$ cat src/hdl/bkm_pkg.sv
// ---------------------------------------------------------------------------
// Button-to-key matrix mapper package
// Shared constants, operation codes, the per-slot evaluation record and the
// default binding tables.
// ---------------------------------------------------------------------------
package bkm_pkg;

   // Build-time defaults for the top-level parameters.
   localparam int SLOTS_DEF       = 24;
   localparam int MATRIX_ROWS_DEF = 16;
   localparam int DEFAULT_SET_DEF = 0;

   // Field widths fixed by the interface.
   localparam int HELD_W   = 24;
   localparam int KEY_W    = 8;
   localparam int ROW_W    = 4;
   localparam int COUNT_W  = 5;
   localparam int OP_W     = 2;
   localparam int DEFAULT_COUNT = 6;

   // Key code that marks a slot as unbound or the arm as cleared.
   localparam logic [KEY_W-1:0] UNBOUND = 8'hff;

   // Slot count after reset.
   localparam logic [COUNT_W-1:0] ACTIVE_RESET = 5'd10;

   // Operation codes of an input item.
   localparam logic [OP_W-1:0] OP_POLL    = 2'd0;
   localparam logic [OP_W-1:0] OP_ARM     = 2'd1;
   localparam logic [OP_W-1:0] OP_RESTORE = 2'd2;
   localparam logic [OP_W-1:0] OP_NONE    = 2'd3;

   // What the slot unit decides for the slot under the scan pointer.
   typedef struct packed {
      logic             take_arm; // armed key lands on this slot
      logic             hit;      // this slot changes one matrix bit
      logic             down;     // press when set, release when clear
      logic [KEY_W-1:0] key;      // key code in force for this slot
   } slot_eval_type;

   // Default key code of one slot for the chosen default set.
   function automatic logic [KEY_W-1:0] default_key(input int set, input int idx);
      logic [KEY_W-1:0] code;
      code = UNBOUND;
      if (set == 0) begin
         unique case (idx)
            0: code = 8'h92;
            1: code = 8'h93;
            2: code = 8'h91;
            3: code = 8'h90;
            4: code = 8'h95;
            5: code = 8'h94;
            default: code = UNBOUND;
         endcase
      end else begin
         unique case (idx)
            0: code = 8'h10;
            1: code = 8'h01;
            2: code = 8'h02;
            3: code = 8'h00;
            4: code = 8'h57;
            5: code = 8'h85;
            default: code = UNBOUND;
         endcase
      end
      return code;
   endfunction

endpackage

$ cat src/hdl/button_to_key_matrix_mapper.sv
// ---------------------------------------------------------------------------
// Button-to-key matrix mapper
// Maps held gamepad buttons onto an active-low keyboard matrix through a
// rebindable per-slot key table, with one matrix change per poll.
// ---------------------------------------------------------------------------
//
//   Channel  Direction  Handshake             Carries
//   req_     in         req_valid/req_stall   operation, held buttons, bind key
//   rsp_     out        rsp_valid/rsp_stall   matrix change and binding report
//   csr_     in         csr_wr_en             active slot count
//
// A poll that differs from the pressed mask is accepted, then the shared slot
// unit visits one slot at a time (at most the active slot count, fewer when
// the change and any binding are found early), then the result is loaded.
// Arm, restore, idle codes and unchanged polls give their item the cycle after
// acceptance. Reset is synchronous and loads the default table, a released
// matrix, a zero pressed mask and a cleared arm. The block takes no item while
// scanning or while a result waits under rsp_stall.
// ---------------------------------------------------------------------------
module button_to_key_matrix_mapper #(
   parameter int SLOTS       = bkm_pkg::SLOTS_DEF,
   parameter int MATRIX_ROWS = bkm_pkg::MATRIX_ROWS_DEF,
   parameter int DEFAULT_SET = bkm_pkg::DEFAULT_SET_DEF
) (
   input  logic                        clock,
   input  logic                        reset,
   // Configuration
   input  logic                        csr_wr_en,
   input  logic [bkm_pkg::COUNT_W-1:0] csr_wr_data,
   // Input items
   input  logic                        req_valid,
   output logic                        req_stall,
   input  logic [bkm_pkg::OP_W-1:0]    req_operation,
   input  logic [bkm_pkg::HELD_W-1:0]  req_held_buttons,
   input  logic [bkm_pkg::KEY_W-1:0]   req_bind_key,
   // Result items
   output logic                        rsp_valid,
   input  logic                        rsp_stall,
   output logic                        rsp_matrix_changed,
   output logic [bkm_pkg::ROW_W-1:0]   rsp_matrix_row,
   output logic [bkm_pkg::KEY_W-1:0]   rsp_row_value,
   output logic                        rsp_key_went_down,
   output logic                        rsp_binding_done,
   output logic [bkm_pkg::COUNT_W-1:0] rsp_bound_slot
);
   import bkm_pkg::*;

   localparam int SLOT_IDX_W = (SLOTS > 1) ? $clog2(SLOTS) : 1;
   localparam int ROW_IDX_W  = (MATRIX_ROWS > 1) ? $clog2(MATRIX_ROWS) : 1;
   localparam int SCAN_MAX_I = (SLOTS < HELD_W) ? SLOTS : HELD_W;
   localparam logic [COUNT_W-1:0] SCAN_MAX = COUNT_W'(SCAN_MAX_I);

   // Sequencer codes.
   localparam logic [1:0] ST_IDLE = 2'd0;
   localparam logic [1:0] ST_SCAN = 2'd1;
   localparam logic [1:0] ST_DONE = 2'd2;

   // Control state.
   logic [1:0]         state_ff;
   logic [COUNT_W-1:0] active_ff;
   logic [COUNT_W-1:0] cnt_ff;
   logic [HELD_W-1:0]  pressed_ff;
   logic [KEY_W-1:0]   armed_ff;
   logic [KEY_W-1:0]   key_table_ff [SLOTS];
   logic [KEY_W-1:0]   matrix_ff    [MATRIX_ROWS];

   // Item being scanned and what the scan has found so far.
   logic [HELD_W-1:0]  held_ff;
   logic               chg_ff;
   logic [ROW_W-1:0]   row_ff;
   logic [KEY_W-1:0]   val_ff;
   logic               down_ff;
   logic               bound_ff;
   logic [COUNT_W-1:0] bslot_ff;

   // Output register.
   logic               rsp_valid_ff;
   logic               rsp_chg_ff;
   logic [ROW_W-1:0]   rsp_row_ff;
   logic [KEY_W-1:0]   rsp_val_ff;
   logic               rsp_down_ff;
   logic               rsp_bound_ff;
   logic [COUNT_W-1:0] rsp_bslot_ff;

   logic               accept;
   logic               out_free;
   logic               start_scan;
   logic               rsp_load;
   logic [COUNT_W-1:0] limit;
   logic [COUNT_W-1:0] cnt_in;
   logic               scan_last;
   logic [SLOT_IDX_W-1:0] slot_idx;
   logic [ROW_IDX_W-1:0]  row_idx;
   logic [KEY_W-1:0]   row_cur;
   logic [KEY_W-1:0]   row_new;
   logic [KEY_W-1:0]   bit_mask;
   slot_eval_type      slot_eval;

   // Handshake: items enter only in idle with the output register free.
   assign out_free  = !rsp_valid_ff || !rsp_stall;
   assign req_stall = (state_ff != ST_IDLE) || !out_free;
   assign accept    = req_valid && !req_stall;

   // Number of slots the scan covers.
   assign limit = (active_ff > SCAN_MAX) ? SCAN_MAX : active_ff;

   assign start_scan = (req_operation == OP_POLL) && (req_held_buttons != pressed_ff) &&
                       (limit != '0);

   // A result is loaded for a finished scan or for an item that needs no scan.
   assign rsp_load = (accept && !start_scan) || ((state_ff == ST_DONE) && out_free);

   // Shared slot unit at the scan pointer.
   assign slot_idx = cnt_ff[SLOT_IDX_W-1:0];

   bkm_slot_unit #(
      .MATRIX_ROWS(MATRIX_ROWS)
   ) u_slot (
      .table_key   (key_table_ff[slot_idx]),
      .armed_key   (armed_ff),
      .held_bit    (held_ff[cnt_ff]),
      .pressed_bit (pressed_ff[cnt_ff]),
      .change_found(chg_ff),
      .slot_eval   (slot_eval)
   );

   // Read-modify-write of the matrix row named by the slot's key.
   assign row_idx  = slot_eval.key[KEY_W-ROW_W +: ROW_IDX_W];
   assign row_cur  = matrix_ff[row_idx];
   assign bit_mask = KEY_W'(1) << slot_eval.key[2:0];
   assign row_new  = slot_eval.down ? (row_cur & ~bit_mask) : (row_cur | bit_mask);

   // Stop after the last slot, or once the change is found and no arm is pending.
   assign cnt_in    = cnt_ff + COUNT_W'(1);
   assign scan_last = (cnt_in >= limit) ||
                      ((chg_ff || slot_eval.hit) &&
                       (slot_eval.take_arm || armed_ff == UNBOUND));

   // Sequencer, state and output register.
   always_ff @(posedge clock) begin
      if (reset) begin
         state_ff     <= ST_IDLE;
         active_ff    <= ACTIVE_RESET;
         cnt_ff       <= '0;
         pressed_ff   <= '0;
         armed_ff     <= UNBOUND;
         chg_ff       <= 1'b0;
         bound_ff     <= 1'b0;
         rsp_valid_ff <= 1'b0;
         for (int i = 0; i < SLOTS; i++) begin
            key_table_ff[i] <= default_key(DEFAULT_SET, i);
         end
         for (int r = 0; r < MATRIX_ROWS; r++) begin
            matrix_ff[r] <= '1;
         end
      end else begin
         if (csr_wr_en) begin
            active_ff <= csr_wr_data;
         end
         // The result stays valid until it is taken or replaced.
         if (rsp_load) begin
            rsp_valid_ff <= 1'b1;
         end else if (!rsp_stall) begin
            rsp_valid_ff <= 1'b0;
         end
         unique case (state_ff)
            ST_IDLE: begin
               if (accept) begin
                  if (req_operation == OP_ARM) begin
                     armed_ff <= req_bind_key;
                  end
                  if (req_operation == OP_RESTORE) begin
                     for (int i = 0; i < SLOTS; i++) begin
                        key_table_ff[i] <= default_key(DEFAULT_SET, i);
                     end
                  end
                  if (start_scan) begin
                     held_ff  <= req_held_buttons;
                     cnt_ff   <= '0;
                     chg_ff   <= 1'b0;
                     row_ff   <= '0;
                     val_ff   <= '0;
                     down_ff  <= 1'b0;
                     bound_ff <= 1'b0;
                     bslot_ff <= '0;
                     state_ff <= ST_SCAN;
                  end else begin
                     // Every other item reports nothing.
                     rsp_chg_ff   <= 1'b0;
                     rsp_row_ff   <= '0;
                     rsp_val_ff   <= '0;
                     rsp_down_ff  <= 1'b0;
                     rsp_bound_ff <= 1'b0;
                     rsp_bslot_ff <= '0;
                  end
               end
            end
            ST_SCAN: begin
               if (slot_eval.take_arm) begin
                  key_table_ff[slot_idx] <= armed_ff;
                  armed_ff               <= UNBOUND;
                  bound_ff               <= 1'b1;
                  bslot_ff               <= cnt_ff;
               end
               if (slot_eval.hit) begin
                  matrix_ff[row_idx]  <= row_new;
                  pressed_ff[cnt_ff]  <= slot_eval.down;
                  chg_ff              <= 1'b1;
                  row_ff              <= slot_eval.key[KEY_W-1 -: ROW_W];
                  val_ff              <= row_new;
                  down_ff             <= slot_eval.down;
               end
               cnt_ff <= cnt_in;
               if (scan_last) begin
                  state_ff <= ST_DONE;
               end
            end
            ST_DONE: begin
               if (out_free) begin
                  rsp_chg_ff   <= chg_ff;
                  rsp_row_ff   <= row_ff;
                  rsp_val_ff   <= val_ff;
                  rsp_down_ff  <= down_ff;
                  rsp_bound_ff <= bound_ff;
                  rsp_bslot_ff <= bslot_ff;
                  state_ff     <= ST_IDLE;
               end
            end
            default: begin
               state_ff <= ST_IDLE;
            end
         endcase
      end
   end

   assign rsp_valid          = rsp_valid_ff;
   assign rsp_matrix_changed = rsp_chg_ff;
   assign rsp_matrix_row     = rsp_row_ff;
   assign rsp_row_value      = rsp_val_ff;
   assign rsp_key_went_down  = rsp_down_ff;
   assign rsp_binding_done   = rsp_bound_ff;
   assign rsp_bound_slot     = rsp_bslot_ff;

   // A binding during the scan always clears the arm.
   a_bind_disarms: assert property (@(posedge clock) disable iff (reset)
      (state_ff == ST_SCAN && slot_eval.take_arm) |=> (armed_ff == UNBOUND))
      else $error("arm still set after a binding");

   // Once a change is recorded the pressed mask stays put for the rest of the poll.
   a_one_change: assert property (@(posedge clock) disable iff (reset)
      (state_ff == ST_SCAN && chg_ff) |=> $stable(pressed_ff))
      else $error("second matrix change within one poll");

   // While scanning without a change, held and pressed must still differ.
   a_scan_has_work: assert property (@(posedge clock) disable iff (reset)
      (state_ff == ST_SCAN) |-> (chg_ff || held_ff != pressed_ff))
      else $error("scan running with nothing to change");

   // A reported binding leaves the block disarmed.
   a_done_bound: assert property (@(posedge clock) disable iff (reset)
      (state_ff == ST_DONE && bound_ff) |-> (armed_ff == UNBOUND))
      else $error("binding reported while still armed");

endmodule

$ cat src/hdl/bkm_slot_unit.sv
// ---------------------------------------------------------------------------
// Button-to-key matrix mapper slot unit
// Evaluates one button slot per cycle: whether the armed key binds here and
// whether the slot's held state differs from its pressed state on a valid key.
// ---------------------------------------------------------------------------
module bkm_slot_unit #(
   parameter int MATRIX_ROWS = bkm_pkg::MATRIX_ROWS_DEF
) (
   input  logic [bkm_pkg::KEY_W-1:0] table_key,
   input  logic [bkm_pkg::KEY_W-1:0] armed_key,
   input  logic                      held_bit,
   input  logic                      pressed_bit,
   input  logic                      change_found,
   output bkm_pkg::slot_eval_type    slot_eval
);
   import bkm_pkg::*;

   localparam logic [ROW_W:0] ROW_LIMIT = (ROW_W + 1)'(MATRIX_ROWS);

   logic             bind_here;
   logic [KEY_W-1:0] key_now;
   logic             key_usable;

   // The first held slot takes the armed key, which then counts for this slot.
   assign bind_here = (armed_key != UNBOUND) && held_bit;
   assign key_now   = bind_here ? armed_key : table_key;

   // Unbound keys and rows past the matrix are skipped.
   assign key_usable = (key_now != UNBOUND) &&
                       ({1'b0, key_now[KEY_W-1:KEY_W-ROW_W]} < ROW_LIMIT);

   always_comb begin
      slot_eval.take_arm = bind_here;
      slot_eval.hit      = !change_found && (held_bit != pressed_bit) && key_usable;
      slot_eval.down     = held_bit;
      slot_eval.key      = key_now;
   end

endmodule

$ cat config.mk
export PLATFORM = sky130hd
export DESIGN_NAME = button_to_key_matrix_mapper
export DESIGN_NICKNAME = d
export VERILOG_FILES = /design/src/hdl/bkm_pkg.sv /design/src/hdl/button_to_key_matrix_mapper.sv /design/src/hdl/bkm_slot_unit.sv
export SDC_FILE = /design/constraint.sdc
export NUM_CORES = 1
export LEC_CHECK = 0
export ABC_AREA = 1
export BUFFER_PORTS_ARGS = -buffer_cell sky130_fd_sc_hd__buf_4
export CELL_PAD_IN_SITES_DETAIL_PLACEMENT = 1
export CELL_PAD_IN_SITES_GLOBAL_PLACEMENT = 1
export CORE_MARGIN = 2
export CORE_UTILIZATION = 45
export DETAILED_ROUTE_END_ITERATION = 10
export GPL_ROUTABILITY_DRIVEN = 0
export PLACE_DENSITY_LB_ADDON = 0.08
export SLEW_MARGIN = 20
export SYNTH_ARGS = -nofsm -noshare
export SYNTH_HDL_FRONTEND = slang
export SYNTH_SLANG_ARGS = --single-unit
$ cat constraint.sdc
create_clock -name clock -period 8.25 [get_ports clock]
set_input_delay 1.2375 -clock clock [delete_from_list [all_inputs] [get_ports clock]]
set_output_delay 1.2375 -clock clock [all_outputs]
set_load 0.05 [all_outputs]
After elaboration in Yosys (flattened, before gate mapping)

Memory sizes are Yosys's and may differ from the RTL's. A register that Yosys moved wholly into a read port is not among the register bits.
Cells that the tools add are included.

Output and inout port bits: 22
ROM bits: 0
Logic and storage cells: 257
Bits in writable memories: 320
Bits in latches: 0
Memories: 2
Register bits: 109

Memory list:

| name         | words | width | rd ports | clocked after Yosys merged registers in | wr ports | RTL line                          | source |
|---|---|---|---|---|---|---|---|
| key_table_ff | 24    | 8     | 1        | 1                                       | 24       | button_to_key_matrix_mapper.sv:64 | `logic [KEY_W-1:0] key_table_ff [SLOTS];` |
| matrix_ff    | 16    | 8     | 1        | 0                                       | 16       | button_to_key_matrix_mapper.sv:65 | `logic [KEY_W-1:0] matrix_ff [MATRIX_ROWS];` |

Shift-type cells: 1
Multiply operators: 0
Bitwise gates (word level): 28
Divide/modulo/power cells: 0
Multiplexer cells: 144
Add/subtract/negate cells: 1
Reduce and logical (&&, ||, !) cells: 40
Magnitude comparators: 4
Equal/unequal tests: 18

Operators by type and width:

| operator              | count |
|---|---|
| $mux W8               | 72 |
| $mux W5               | 10 |
| $pmux W8 S2           | 3 |
| $mux W1               | 32 |
| $pmux W5 S2           | 3 |
| $mux W4               | 7 |
| $bwmux W24            | 1 |
| $ne A24 B24 Y1        | 1 |
| $or A1 B1 Y1          | 24 |
| $reduce_and A4 Y1     | 5 |
| $ne A8 B8 Y1 const B  | 2 |
| $pmux W4 S2           | 2 |
| $reduce_or A8 Y1      | 2 |
| $reduce_and A5 Y1     | 3 |
| $ne A2 B2 Y1 const B  | 7 |
| $pmux W1 S2           | 6 |
| $bmux W1 S5           | 2 |
| $logic_and A1 B1 Y1   | 10 |
| $and A8 B8 Y8         | 1 |
| $eq A8 B8 Y1 const B  | 1 |
| $mux W2               | 4 |
| $not A8 Y8            | 1 |
| $or A8 B8 Y8          | 1 |
| $shl A1 B3 Y8 const A | 1 |
| 19 further kinds      | 35 |

Longest topological paths before layout

Gate-level depths: netlist (run 1).

Depth in word-level cells: 12
Gate-level depth with buffers: 24

By module

From an unflattened synthesis (run 1), not the netlist that was laid out.

Cells, all modules: 2196
Area, all modules: 22664.2 µm²

By module, submodules not included:

| module                      | times used | area an instance (µm²) | cells an instance |
|---|---|---|---|
| button_to_key_matrix_mapper | 1          | 22419.0                | 2151 |
| bkm_slot_unit               | 1          | 245.2                  | 45 |

Least setup slack after synthesis (run 1)

No wires, ideal clock.

Path kind: in2reg
From: input req_held_buttons[9] (netlist name)
To: register held_ff[0] (enable)
Library setup time: 0.405 ns
Buffers on the path: 0
Arrival time: 2.893 ns
Stages: 7
Path slack: 4.952 ns
Cell sequence: xnor2_1 nand4_1 nor2_1 a31o_2 nor2_1 inv_1 nor2_1

Longest elaborated chain between the ends: 4

RTL lines:

| item                              | RTL line                           | source |
|---|---|---|
| start: declaration                | button_to_key_matrix_mapper.sv:34  | `input logic [bkm_pkg::HELD_W-1:0] req_held_buttons,` |
| $ne A24 B24 Y1                    | button_to_key_matrix_mapper.sv:107 | `assign start_scan = (req_operation == OP_POLL) && (req_held_buttons != pressed_ff) &&` |
| $logic_and A1 B1 Y1 (2 in series) | button_to_key_matrix_mapper.sv:107 |  |
| $reduce_and A4 Y1 (no line)       | -                                  |  |
| end signal: assignment            | button_to_key_matrix_mapper.sv:178 | `held_ff <= req_held_buttons;` |
| end: declaration                  | button_to_key_matrix_mapper.sv:68  | `logic [HELD_W-1:0] held_ff;` |

No other way between the ends.
A chain may end at the register's enable or synchronous reset.

==> results by group, run 1 <==
Worst hold path
  • Hold Path Cell Cnt: 2
  • Hold_sp: bound_ff$_SDFFE_PP0P_
  • Worst hold path class: flop to flop
  • Hold EP: bound_ff$_SDFFE_PP0P_

Setup path
  • Req. time, crit path: 8.47 ns
  • CP top delay family: simple AND/OR/NAND/NOR gates
  • Path depth of the worst reg2reg path: 19
  • Critical path cell sequence: clkinv_2 -> buf_4 -> nand2_1 -> nand3_1 -> nand3_1 -> nand3_1 -> nand2_1 -> nand2_1 -> nand2_1 -> nand2_2 -> nand2_4 -> inv_6 -> nand2_1 -> nor2_1 -> nand2_2 -> nand2_4 -> inv_4 -> nand3_4 -> o21ai_0
  • Register-to-register setup slack: 2.77 ns
  • Largest stage delay on the critical path: 0.88 ns
  • Worst path buffer plus inverter count: 4
  • CP Max Fanout: 89
  • Max stage delay cell, worst path: o21ai_0
  • CP dominant cell by count: nand2_1
  • Critical path arrival: 5.70 ns
  • CP Class: flop to flop
  • CP startpoint kind: flop
  • Critical path endpoint category: flop
  • R2R Path End: matrix_ff[7][7]$_SDFFCE_PN1P_

STA
  • Final setup viols: 0
  • Final Slew Violations: 0
  • Worst relative slew slack: 22.8%
  • Tcrit/Tclk final: 66.4%
  • Unrepaired setup endpoints after global routing: no
  • Fmax: 0.183 GHz
  • Final-report hold violation count: 0
  • Worst-Margin Slew: 1.15 ns
  • Hold WS: 0.501 ns
  • Tmin final: 5.48 ns
  • Setup TNS: 0 ns
  • Clock Skew: 0.0264 ns

Synth
  • Seq/Total Area, Yosys: 62.3%
  • Syn Inst Count: 2,443
  • EDFF count, synth: 446
  • Top cells by area, synth: edfxtp_1 (58%), nand2_1 (16%), nand3_1 (6.4%)
  • Syn avg cell area: 9.49 µm²
  • Yosys top cell area share: 57.8%
  • Main synth FF type: edfxtp_1
  • Area leader, netlist: edfxtp_1
  • Yosys reg bits: 498
  • Synthesis Warnings: 0
  • Post-Syn Area: 0.0232 mm²
  • Post-synthesis async set-or-reset flop share: 0%
  • Synth cell types: 42

Clock tree
  • Clock sink count: 498
  • Post-CTS Hold Fix Bufs: 0
  • Resize count post-CTS: 0
  • Clock transition at the registers of the reported paths: 0.06 ns
  • H-tree lvl count: 2
  • Clock Path Buffers: 3
  • CTS tree: built
  • Clk_lat worst skew: 0.61 ns
  • Postcts setup bufs: 0
  • Clock Tree Root: clkbuf_16
  • TritonCTS Buffers: 55

Power and ir drop
  • Switching Power: 0.00354 W
  • Clock power share: 28.2%
  • Seq pwr share: 34.9%
  • Power share of the combinational group: 36.9%
  • P per Cell Area: 325 mW/mm²
  • Maximum vdd drop: 0.252 mV
  • Pint: 0.00489 W
  • Pleak: 9.24 nW
  • Sw frac: 42.0%

Detailed routing
  • Wire per inst: 20.8 µm
  • Vias per cell: 5.34
  • DRC violations left: 0
  • Routed wire length: 67.6 mm
  • DRT Pass-1 Iters: 5
  • Number of routed nets with antenna violations: 0
  • Vias: 17,300
  • Initial drt markers: 1,173

Floorplanning
  • IO Count: 66
  • Std cell rows: 83
  • Die ar.: 0.0533 mm²
  • Chip height: 231 µm
  • Initial cell density of the core: 45.4%
  • DIE WIDTH: 231 µm
  • Placeable Area: 0.0511 mm²

GRT
  • First-pass GRT wire length: 104 mm
  • Vias in the first global route: 18,000
  • Largest net degree at the start of global routing: 90
  • Total track usage: 25.6%
  • Total gr overflow: 0
  • Antenna violations before repair: 3

Placed design
  • Post-Place Cells: 3,143
  • Area after DPL: 0.0242 mm²
  • Post-detail-place hpwl: 44.1 mm
  • Port bufs: 65

Layout
  • Storage cell area: 0.0144 mm²
  • Filler cells: 5,875
  • Final net count: 2,573
  • Area grow syn2layout: 11.9%
  • Post-Layout Inst Area: 0.0259 mm²
  • ANT cells: 0
  • Post-Layout Cell Count: 3,244
  • Ratio of cells with drive above 1 in the final layout: 9.36%
  • Multi-input gate area: 0.00778 mm²

Outcome
  • Status: finished, final reports clean

Flow run
  • Max-Cap Viols: 0
state kept, by name, indices dropped and copies added (netlist names), named ones only:
signal,cells
down_ff,1
chg_ff,1
rsp_matrix_row,4
cnt_ff,5
matrix_ff,128
state_ff,2
armed_ff,8
held_ff,24
bound_ff,1
key_table_ff,256
val_ff,8
rsp_matrix_changed,1
rsp_key_went_down,1
rsp_binding_done,1
rsp_row_value,8
rsp_bound_slot,5
rsp_valid,1
pressed_ff,24
row_ff,4
bslot_ff,5
active_ff,5
how the worst max path moves through the flow:
stage,startpoint,slack (ns),to,cells after the start
CTS,flop,2.67,matrix_ff[15][5]$_SDFFCE_PN1P_,19
detailed placement,flop,2.69,matrix_ff[15][0]$_SDFFCE_PN1P_,19
finish,flop,2.77,matrix_ff[7][7]$_SDFFCE_PN1P_,19
global route,flop,2.25,matrix_ff[9][7]$_SDFFCE_PN1P_,19
floorplan,req_held_buttons[9],4.95,held_ff[0]$_DFFE_PP_,7
global placement,flop,2.93,matrix_ff[13][1]$_SDFFCE_PN1P_,19
power groups by stage:
stage	Sequential, W	Combinational [W]	Clock [W]
3_3_place_gp	0.00299	0.00304	0
4_1_cts	0.00294	0.00312	0.00241
5_1_grt	0.00295	0.00338	0.00250
3_5_place_dp	0.00299	0.00311	0
2_1_floorplan	0.00302	0.00205	0
6_report	0.00294	0.00311	0.00237
worst register-to-register path: cells and delay by family (launching register included):
kind | cells | cell delay (ns)
AND/OR/NAND/NOR | 14 | 1.98
buffers and inverters | 4 | 1.52
AO/OA/AOI/OAI | 1 | 0.89
flip-flops | 1 | 0.72
cell usage after synthesis (11+ instances only):
library cell  number
buf_2             40
dfxtp_1           52
nor2_2            15
nand2_1          959
edfxtp_1         446
inv_1            103
buf_6             14
clkbuf_1          45
xnor2_1           24
o21ai_0           69
inv_2             21
o21ai_1           17
a21oi_1           38
o211ai_1          11
buf_4             21
nor2_1           184
nand3_1          295
cell families (layout without fill, tap and decap cells):
family | count (synthesis) | count (layout) | synth area share [%]
other | 1 | 64 | 0.0162
flip-flops | 498 | 498 | 62.3
XOR/XNOR | 27 | 27 | 1.02
AO/OA/AOI/OAI | 155 | 155 | 3.97
buffers and inverters | 260 | 318 | 5.26
AND/OR/NAND/NOR | 1493 | 1493 | 27.0
adder cells (fa/ha/maj) | 9 | 9 | 0.486
metrics by stage:
step / total power, W / setup WS, ns / utilization, %
final: 0.00843 / 2.77 / 50.8
after global routing: 0.00883 / 2.25 / 50.8
after detailed placement: 0.00610 / 2.69 / 47.4
after floorplan: 0.00507 / 4.95 / -
after global placement: 0.00603 / 2.93 / 47.4
after CTS: 0.00847 / 2.67 / 50.8
placed cells by master, fill, tap and decap left out, types with 10 or more instances in the layout:
master,netlist,final
conb_1,1,64
clkinv_1,7,15
a21oi_1,38,38
inv_2,21,20
o21ai_0,69,48
dfxtp_1,52,50
clkbuf_1,45,17
nand2_1,959,959
nand3_1,295,295
buf_4,21,83
nor2_1,184,183
o21ai_1,17,38
clkinv_2,0,10
nor2_2,15,16
inv_1,103,103
edfxtp_1,446,446
clkbuf_16,0,57
o211ai_1,11,11
xnor2_1,24,24
metal layers:
layer  vias up  track usage [%]  wire length (µm)
li1       8207                -                 -
met1      8562             34.0             29300
met2       430             42.2             32200
met3       127             4.15              3650
met4         6             9.86              2300
met5         -                0                34
final cells by class:
| cell class | count | share of cell area (%) |
|---|---|---|
| flip-flops and latches | 498 | 55.7 |
| well taps | 680 | 3.28 |
| repair buffers | 83 | 2.40 |
| clock buffers | 80 | 6.06 |
| clock inverters | 21 | 0.584 |
| inverters | 134 | 1.98 |
| multi-input cells | 1748 | 30.0 |
Power figures use the tool's default switching activity.
==> run 2, diff against run 1 <==
==> constraint.sdc (replaced) <==
create_clock -name clock -period 5.6 [get_ports clock]
set_input_delay 0.84 -clock clock [delete_from_list [all_inputs] [get_ports clock]]
set_output_delay 0.84 -clock clock [all_outputs]
set_load 0.05 [all_outputs]
==> run 2 against run 1 <==
Against the previous run: count of clock-buffer cells in the layout is 3 lower; core utilization is 0.28 points higher; first-iteration DRC count is 12% higher; cell area is 0.55% higher; non-clock buffer count is 25 higher; cell count is 0.74% higher; hold slack worse by 0.082 ns; highest routed layer is now met4.
==> results by group, run 2 (synthesis results as in run 1) <==
Floorplanning
  • Chip height: 231 µm
  • Std cell rows: 83
  • DIE WIDTH: 231 µm
  • Initial cell density of the core: 45.4%
  • Die ar.: 0.0533 mm²
  • IO Count: 66
  • Placeable Area: 0.0511 mm²

Power and ir drop
  • P per Cell Area: 472 mW/mm²
  • Pleak: 9.33 nW
  • Maximum vdd drop: 0.461 mV

Placed design
  • Post-detail-place hpwl: 46.1 mm
  • Port bufs: 65

STA
  • Final setup viols: 0
  • Setup TNS: 0 ns
  • Worst relative slew slack: 26.8%
  • Final Slew Violations: 0
  • Final-report hold violation count: 0
  • Tmin final: 4.65 ns
  • Fmax: 0.215 GHz
  • Unrepaired setup endpoints after global routing: no
  • Tcrit/Tclk final: 83.0%
  • Clock Skew: 0.0336 ns
  • Worst-Margin Slew: 1.09 ns

Clock tree
  • Clock transition at the registers of the reported paths: 0.06 ns
  • Clock Tree Root: clkbuf_16
  • Clock Path Buffers: 3
  • Resize count post-CTS: 0
  • TritonCTS Buffers: 54
  • CTS tree: built
  • Postcts setup bufs: 0
  • Clk_lat worst skew: 0.62 ns
  • H-tree lvl count: 2
  • Clock sink count: 498
  • Post-CTS Hold Fix Bufs: 0

Detailed routing
  • DRT Pass-1 Iters: 5
  • Vias: 17,500
  • Vias per cell: 5.37
  • Routed wire length: 69.0 mm
  • Wire per inst: 21.1 µm
  • Number of routed nets with antenna violations: 0
  • DRC violations left: 0
  • Initial drt markers: 1,308

Layout
  • Reg with most FFs: key_table_ff
  • Final core utilization: 51.0%
  • Leading cell type in the layout, fill and taps excluded: nand2_1
  • Max FFs per register: 256
  • Area grow syn2layout: 12.5%
  • ANT cells: 0
  • Commonest cells after routing, fill and taps aside: nand2_1 (959), edfxtp_1 (446), nand3_1 (295)
  • Final net count: 2,597
  • Ratio of cells with drive above 1 in the final layout: 10.0%
  • Largest regs: key_table_ff: 256 flops, matrix_ff: 128 flops

Flow run
  • Max-Cap Viols: 0

GRT
  • Vias in the first global route: 18,500
  • GRT met2 Usage: 44.8%
  • Largest net degree at the start of global routing: 79
  • Total gr overflow: 0
  • GRT busiest layer: met2
  • Antenna violations before repair: 0
  • Met1 usage: 35.8%
  • Total track usage: 26.5%
  • Met3 track demand over resource: 3.63%
  • First-pass GRT wire length: 108 mm

Setup path
  • Critical path endpoint category: flop
  • Req. time, crit path: 5.92 ns
  • CP Class: flop to flop
  • CP startpoint kind: flop
  • CP Max Fanout: 41
  • Critical path arrival: 4.96 ns

Worst hold path
  • Worst hold path class: input port to flop

Outcome
  • Status: finished, final reports clean
run 2: final timing paths:
check / start / to / slack, ns / depth (start not counted)
worst max register to register: cnt_ff[0]$_SDFFE_PP0N_ / val_ff[5]$_SDFFCE_PN0P_ / 0.95 / 20
worst min register to register: bound_ff$_SDFFE_PP0P_ / bound_ff$_SDFFE_PP0P_ / 0.50 / 2
worst max-delay path: cnt_ff[0]$_SDFFE_PP0N_ / val_ff[5]$_SDFFCE_PN0P_ / 0.95 / 20
worst min-delay path: req_held_buttons[11] / held_ff[11]$_DFFE_PP_ / 0.42 / 1
run 2: report_power, final:
group          total, W  switching (W)  internal, W
logic           0.00456        0.00359     0.000974
clock network   0.00341        0.00149      0.00192
registers       0.00434       0.000106      0.00423
run 2: cell type report:
type	instances	area, µm²
Fill cell	5867	25000
Sequential cell	498	14400
Multi-Input combinational cell	1748	7770
Clock buffer	77	1480
Tap cell	680	851
Timing Repair Buffer	108	848
Inverter	134	514
Clock inverter	23	173
run 2: per-stage QoR:
| stage | setup slack, ns | hold WS, ns | cells | power, W | instance area (µm²) |
|---|---|---|---|---|---|
| floorplan | 2.46 | 0.443 | 2506 | 0.00747 | 23400 |
| global placement | 1.10 | 0.459 | 3168 | 0.00886 | 24400 |
| detailed placement | 0.977 | 0.481 | 3168 | 0.00893 | 24400 |
| CTS | 0.967 | 0.397 | 3268 | 0.0124 | 26100 |
| global route | 0.642 | 0.403 | 3268 | 0.0129 | 26100 |
| finish | 0.954 | 0.419 | 3268 | 0.0123 | 26100 |
run 2: worst max-delay path: stages, from the launching register on:
cell and delay, ns:
dfxtp_1 0.59, buf_4 0.32, nor2_1 0.08, nor2_1 0.09, o21ai_1 0.08, nand2_1 0.06, nand2_1 0.04, nand2_1 0.08
inv_2 0.05, nand2_4 0.38, nand2_2 0.29, nand2_1 0.18, nand2_2 0.11, inv_2 0.48, nor2_4 0.17, nand2_1 0.11
nand3_1 0.13, nand2_1 0.12, nand3_1 0.13, o21ai_4 0.65, nor2_1 0.12
run 2: routing by layer:
metal  vias up  wire length (µm)  share of wire (%)
met2       409             33600                 49
met1      8757             30300                 44
li1       8252                 -                  -
met3       120              3410                4.9
met4         0              1760                2.6
met5         -                 0                  0
==> run 3, diff against run 2 <==
--- a/config.mk
+++ b/config.mk
@@ -10,7 +10,7 @@
 export CELL_PAD_IN_SITES_DETAIL_PLACEMENT = 1
 export CELL_PAD_IN_SITES_GLOBAL_PLACEMENT = 1
 export CORE_MARGIN = 2
-export CORE_UTILIZATION = 45
+export CORE_UTILIZATION = 44
 export DETAILED_ROUTE_END_ITERATION = 10
 export GPL_ROUTABILITY_DRIVEN = 0
 export PLACE_DENSITY_LB_ADDON = 0.08
==> constraint.sdc (replaced) <==
create_clock -name clock -period 4 [get_ports clock]
set_input_delay 0.6 -clock clock [delete_from_list [all_inputs] [get_ports clock]]
set_output_delay 0.6 -clock clock [all_outputs]
set_load 0.05 [all_outputs]
==> run 3 against run 2 <==
Against the previous run: count of clock-buffer cells in the layout up 1; total power up 45%; combinational power up 48%; cell area up 2.5%; non-clock buffer count up 56; critical path depth down 1; critical path type unchanged.
==> results by group, run 3 (synthesis results as in run 1) <==
GRT
  • Antenna violations before repair: 1
  • First-pass GRT wire length: 109 mm
  • Total gr overflow: 0
  • Vias in the first global route: 18,700
  • Total track usage: 26.4%
  • Largest net degree at the start of global routing: 69

Power and ir drop
  • Maximum vdd drop: 0.477 mV
  • Pleak: 9.71 nW
  • P per Cell Area: 666 mW/mm²

Flow run
  • Max-Cap Viols: 0

Layout
  • Ratio of cells with drive above 1 in the final layout: 12.5%
  • Max FFs per register: 256
  • Final net count: 2,653
  • ANT cells: 0
  • Commonest cells after routing, fill and taps aside: nand2_1 (959), edfxtp_1 (446), nand3_1 (295)
  • Reg with most FFs: key_table_ff
  • Post-Layout Inst Area: 0.0267 mm²
  • Leading cell type in the layout, fill and taps excluded: nand2_1
  • Final core utilization: 51.1%
  • Largest regs: key_table_ff: 256 flops, matrix_ff: 128 flops
  • Area grow syn2layout: 15.3%

STA
  • Setup TNS: 0 ns
  • Worst relative slew slack: 24.9%
  • Worst-Margin Slew: 1.12 ns
  • Final-report hold violation count: 0
  • Tcrit/Tclk final: 94.9%
  • Tmin final: 3.80 ns
  • Final Slew Violations: 0
  • Fmax: 0.263 GHz
  • Hold WS: 0.168 ns
  • Final setup viols: 0
  • Unrepaired setup endpoints after global routing: no
  • Clock Skew: 0.0245 ns

Floorplanning
  • Std cell rows: 84
  • Placeable Area: 0.0523 mm²
  • Die ar.: 0.0545 mm²
  • Initial cell density of the core: 44.3%
  • DIE WIDTH: 234 µm
  • IO Count: 66
  • Chip height: 234 µm

Setup path
  • Critical path endpoint category: flop
  • Largest stage delay on the critical path: 0.59 ns
  • Req. time, crit path: 4.34 ns
  • CP Class: flop to flop
  • CP Max Fanout: 17
  • Critical path arrival: 4.13 ns
  • Critical path cell sequence: buf_4 -> buf_4 -> nand3_1 -> nand3_1 -> nand2_1 -> nand2_1 -> nand2_1 -> nand2_2 -> nand2_4 -> inv_6 -> buf_4 -> nor2_4 -> nand2_1 -> nand2_1 -> o21ai_1 -> nand2_1 -> o21ai_4 -> buf_12 -> nand2_1
  • CP startpoint kind: flop
  • CP dominant cell by count: nand2_1
  • Max stage delay cell, worst path: dfxtp_1
  • Path depth of the worst reg2reg path: 19

Clock tree
  • Post-CTS Hold Fix Bufs: 0
  • CTS tree: built
  • TritonCTS Buffers: 54
  • Clock Tree Root: clkbuf_16
  • Clock Path Buffers: 3
  • Clk_lat worst skew: 0.62 ns
  • H-tree lvl count: 2
  • Clock sink count: 498
  • Clock transition at the registers of the reported paths: 0.06 ns

Detailed routing
  • Initial drt markers: 1,222
  • Metal2 WL: 34.5 mm
  • DRT Pass-1 Iters: 5
  • Routed wire length: 70.5 mm
  • WL met3: 3.35 mm
  • Vias per cell: 5.32
  • Number of routed nets with antenna violations: 0
  • Met1 wire length: 30.3 mm
  • Max Used Layer: met4
  • Vias: 17,700
  • Wire per inst: 21.1 µm
  • DRC violations left: 0

Placed design
  • Port bufs: 65
  • Post-detail-place hpwl: 47.7 mm
  • Area after DPL: 0.0250 mm²

Outcome
  • Status: finished, final reports clean

Worst hold path
  • Worst hold path class: input port to flop
  • Hold Path Cell Cnt: 1
==> run 3: worst paths after layout <==
check                                      startpoint                       endpoint  slack, ns
worst min register to register  bound_ff$_SDFFE_PP0P_          bound_ff$_SDFFE_PP0P_       0.47
worst min-delay path              req_held_buttons[0]           held_ff[0]$_DFFE_PP_       0.17
worst max-delay path                             flop  matrix_ff[2][7]$_SDFFCE_PN1P_       0.20
worst max register to register                   flop  matrix_ff[2][7]$_SDFFCE_PN1P_       0.20
==> run 3: per-layer routing <==
metal / up-vias / global-route usage (%)
met5: - / 0
met4: 0 / 9.08
met3: 124 / 3.86
met2: 410 / 44.9
met1: 8857 / 34.5
li1: 8358 / -
==> run 3: area by class of cell <==
class / instances / area (µm²)
clock inverter: 24 / 174
clock buffer: 78 / 1590
multi-input combinational: 1748 / 7770
sequential: 498 / 14400
timing repair buffer: 164 / 1390
inverter: 134 / 514
fill: 5989 / 25600
tap: 688 / 861
==> run 3: per-stage QoR <==
stage / total power (W) / setup slack [ns] / instances
floorplan: 0.0105 / 0.862 / 2506
global placement: 0.0128 / 0.369 / 3232
detailed placement: 0.0129 / 0.230 / 3232
CTS: 0.0179 / 0.175 / 3334
global route: 0.0187 / 0.0426 / 3334
finish: 0.0178 / 0.203 / 3334
==> run 3: repair_timing <==
| item | in CTS | in global routing |
|---|---|---|
| endpoints found under the setup margin | 0 | 1 |
| gates resized for setup | 0 | 1 |
| buffers inserted | 0 | 0 |
==> run 3: worst max-delay path: cells and delay by family (launching register included) <==
kind / cells / cell delay (ns)
flops: 1 / 0.59
buf+inv: 5 / 1.13
simple gates: 12 / 1.20
compound gates: 2 / 0.56
==> run 3: report_power, final <==
part           switching, W  total (W)  internal (W)
Combinational       0.00484    0.00675       0.00191
Sequential         0.000135    0.00605       0.00592
Clock               0.00216    0.00500       0.00284
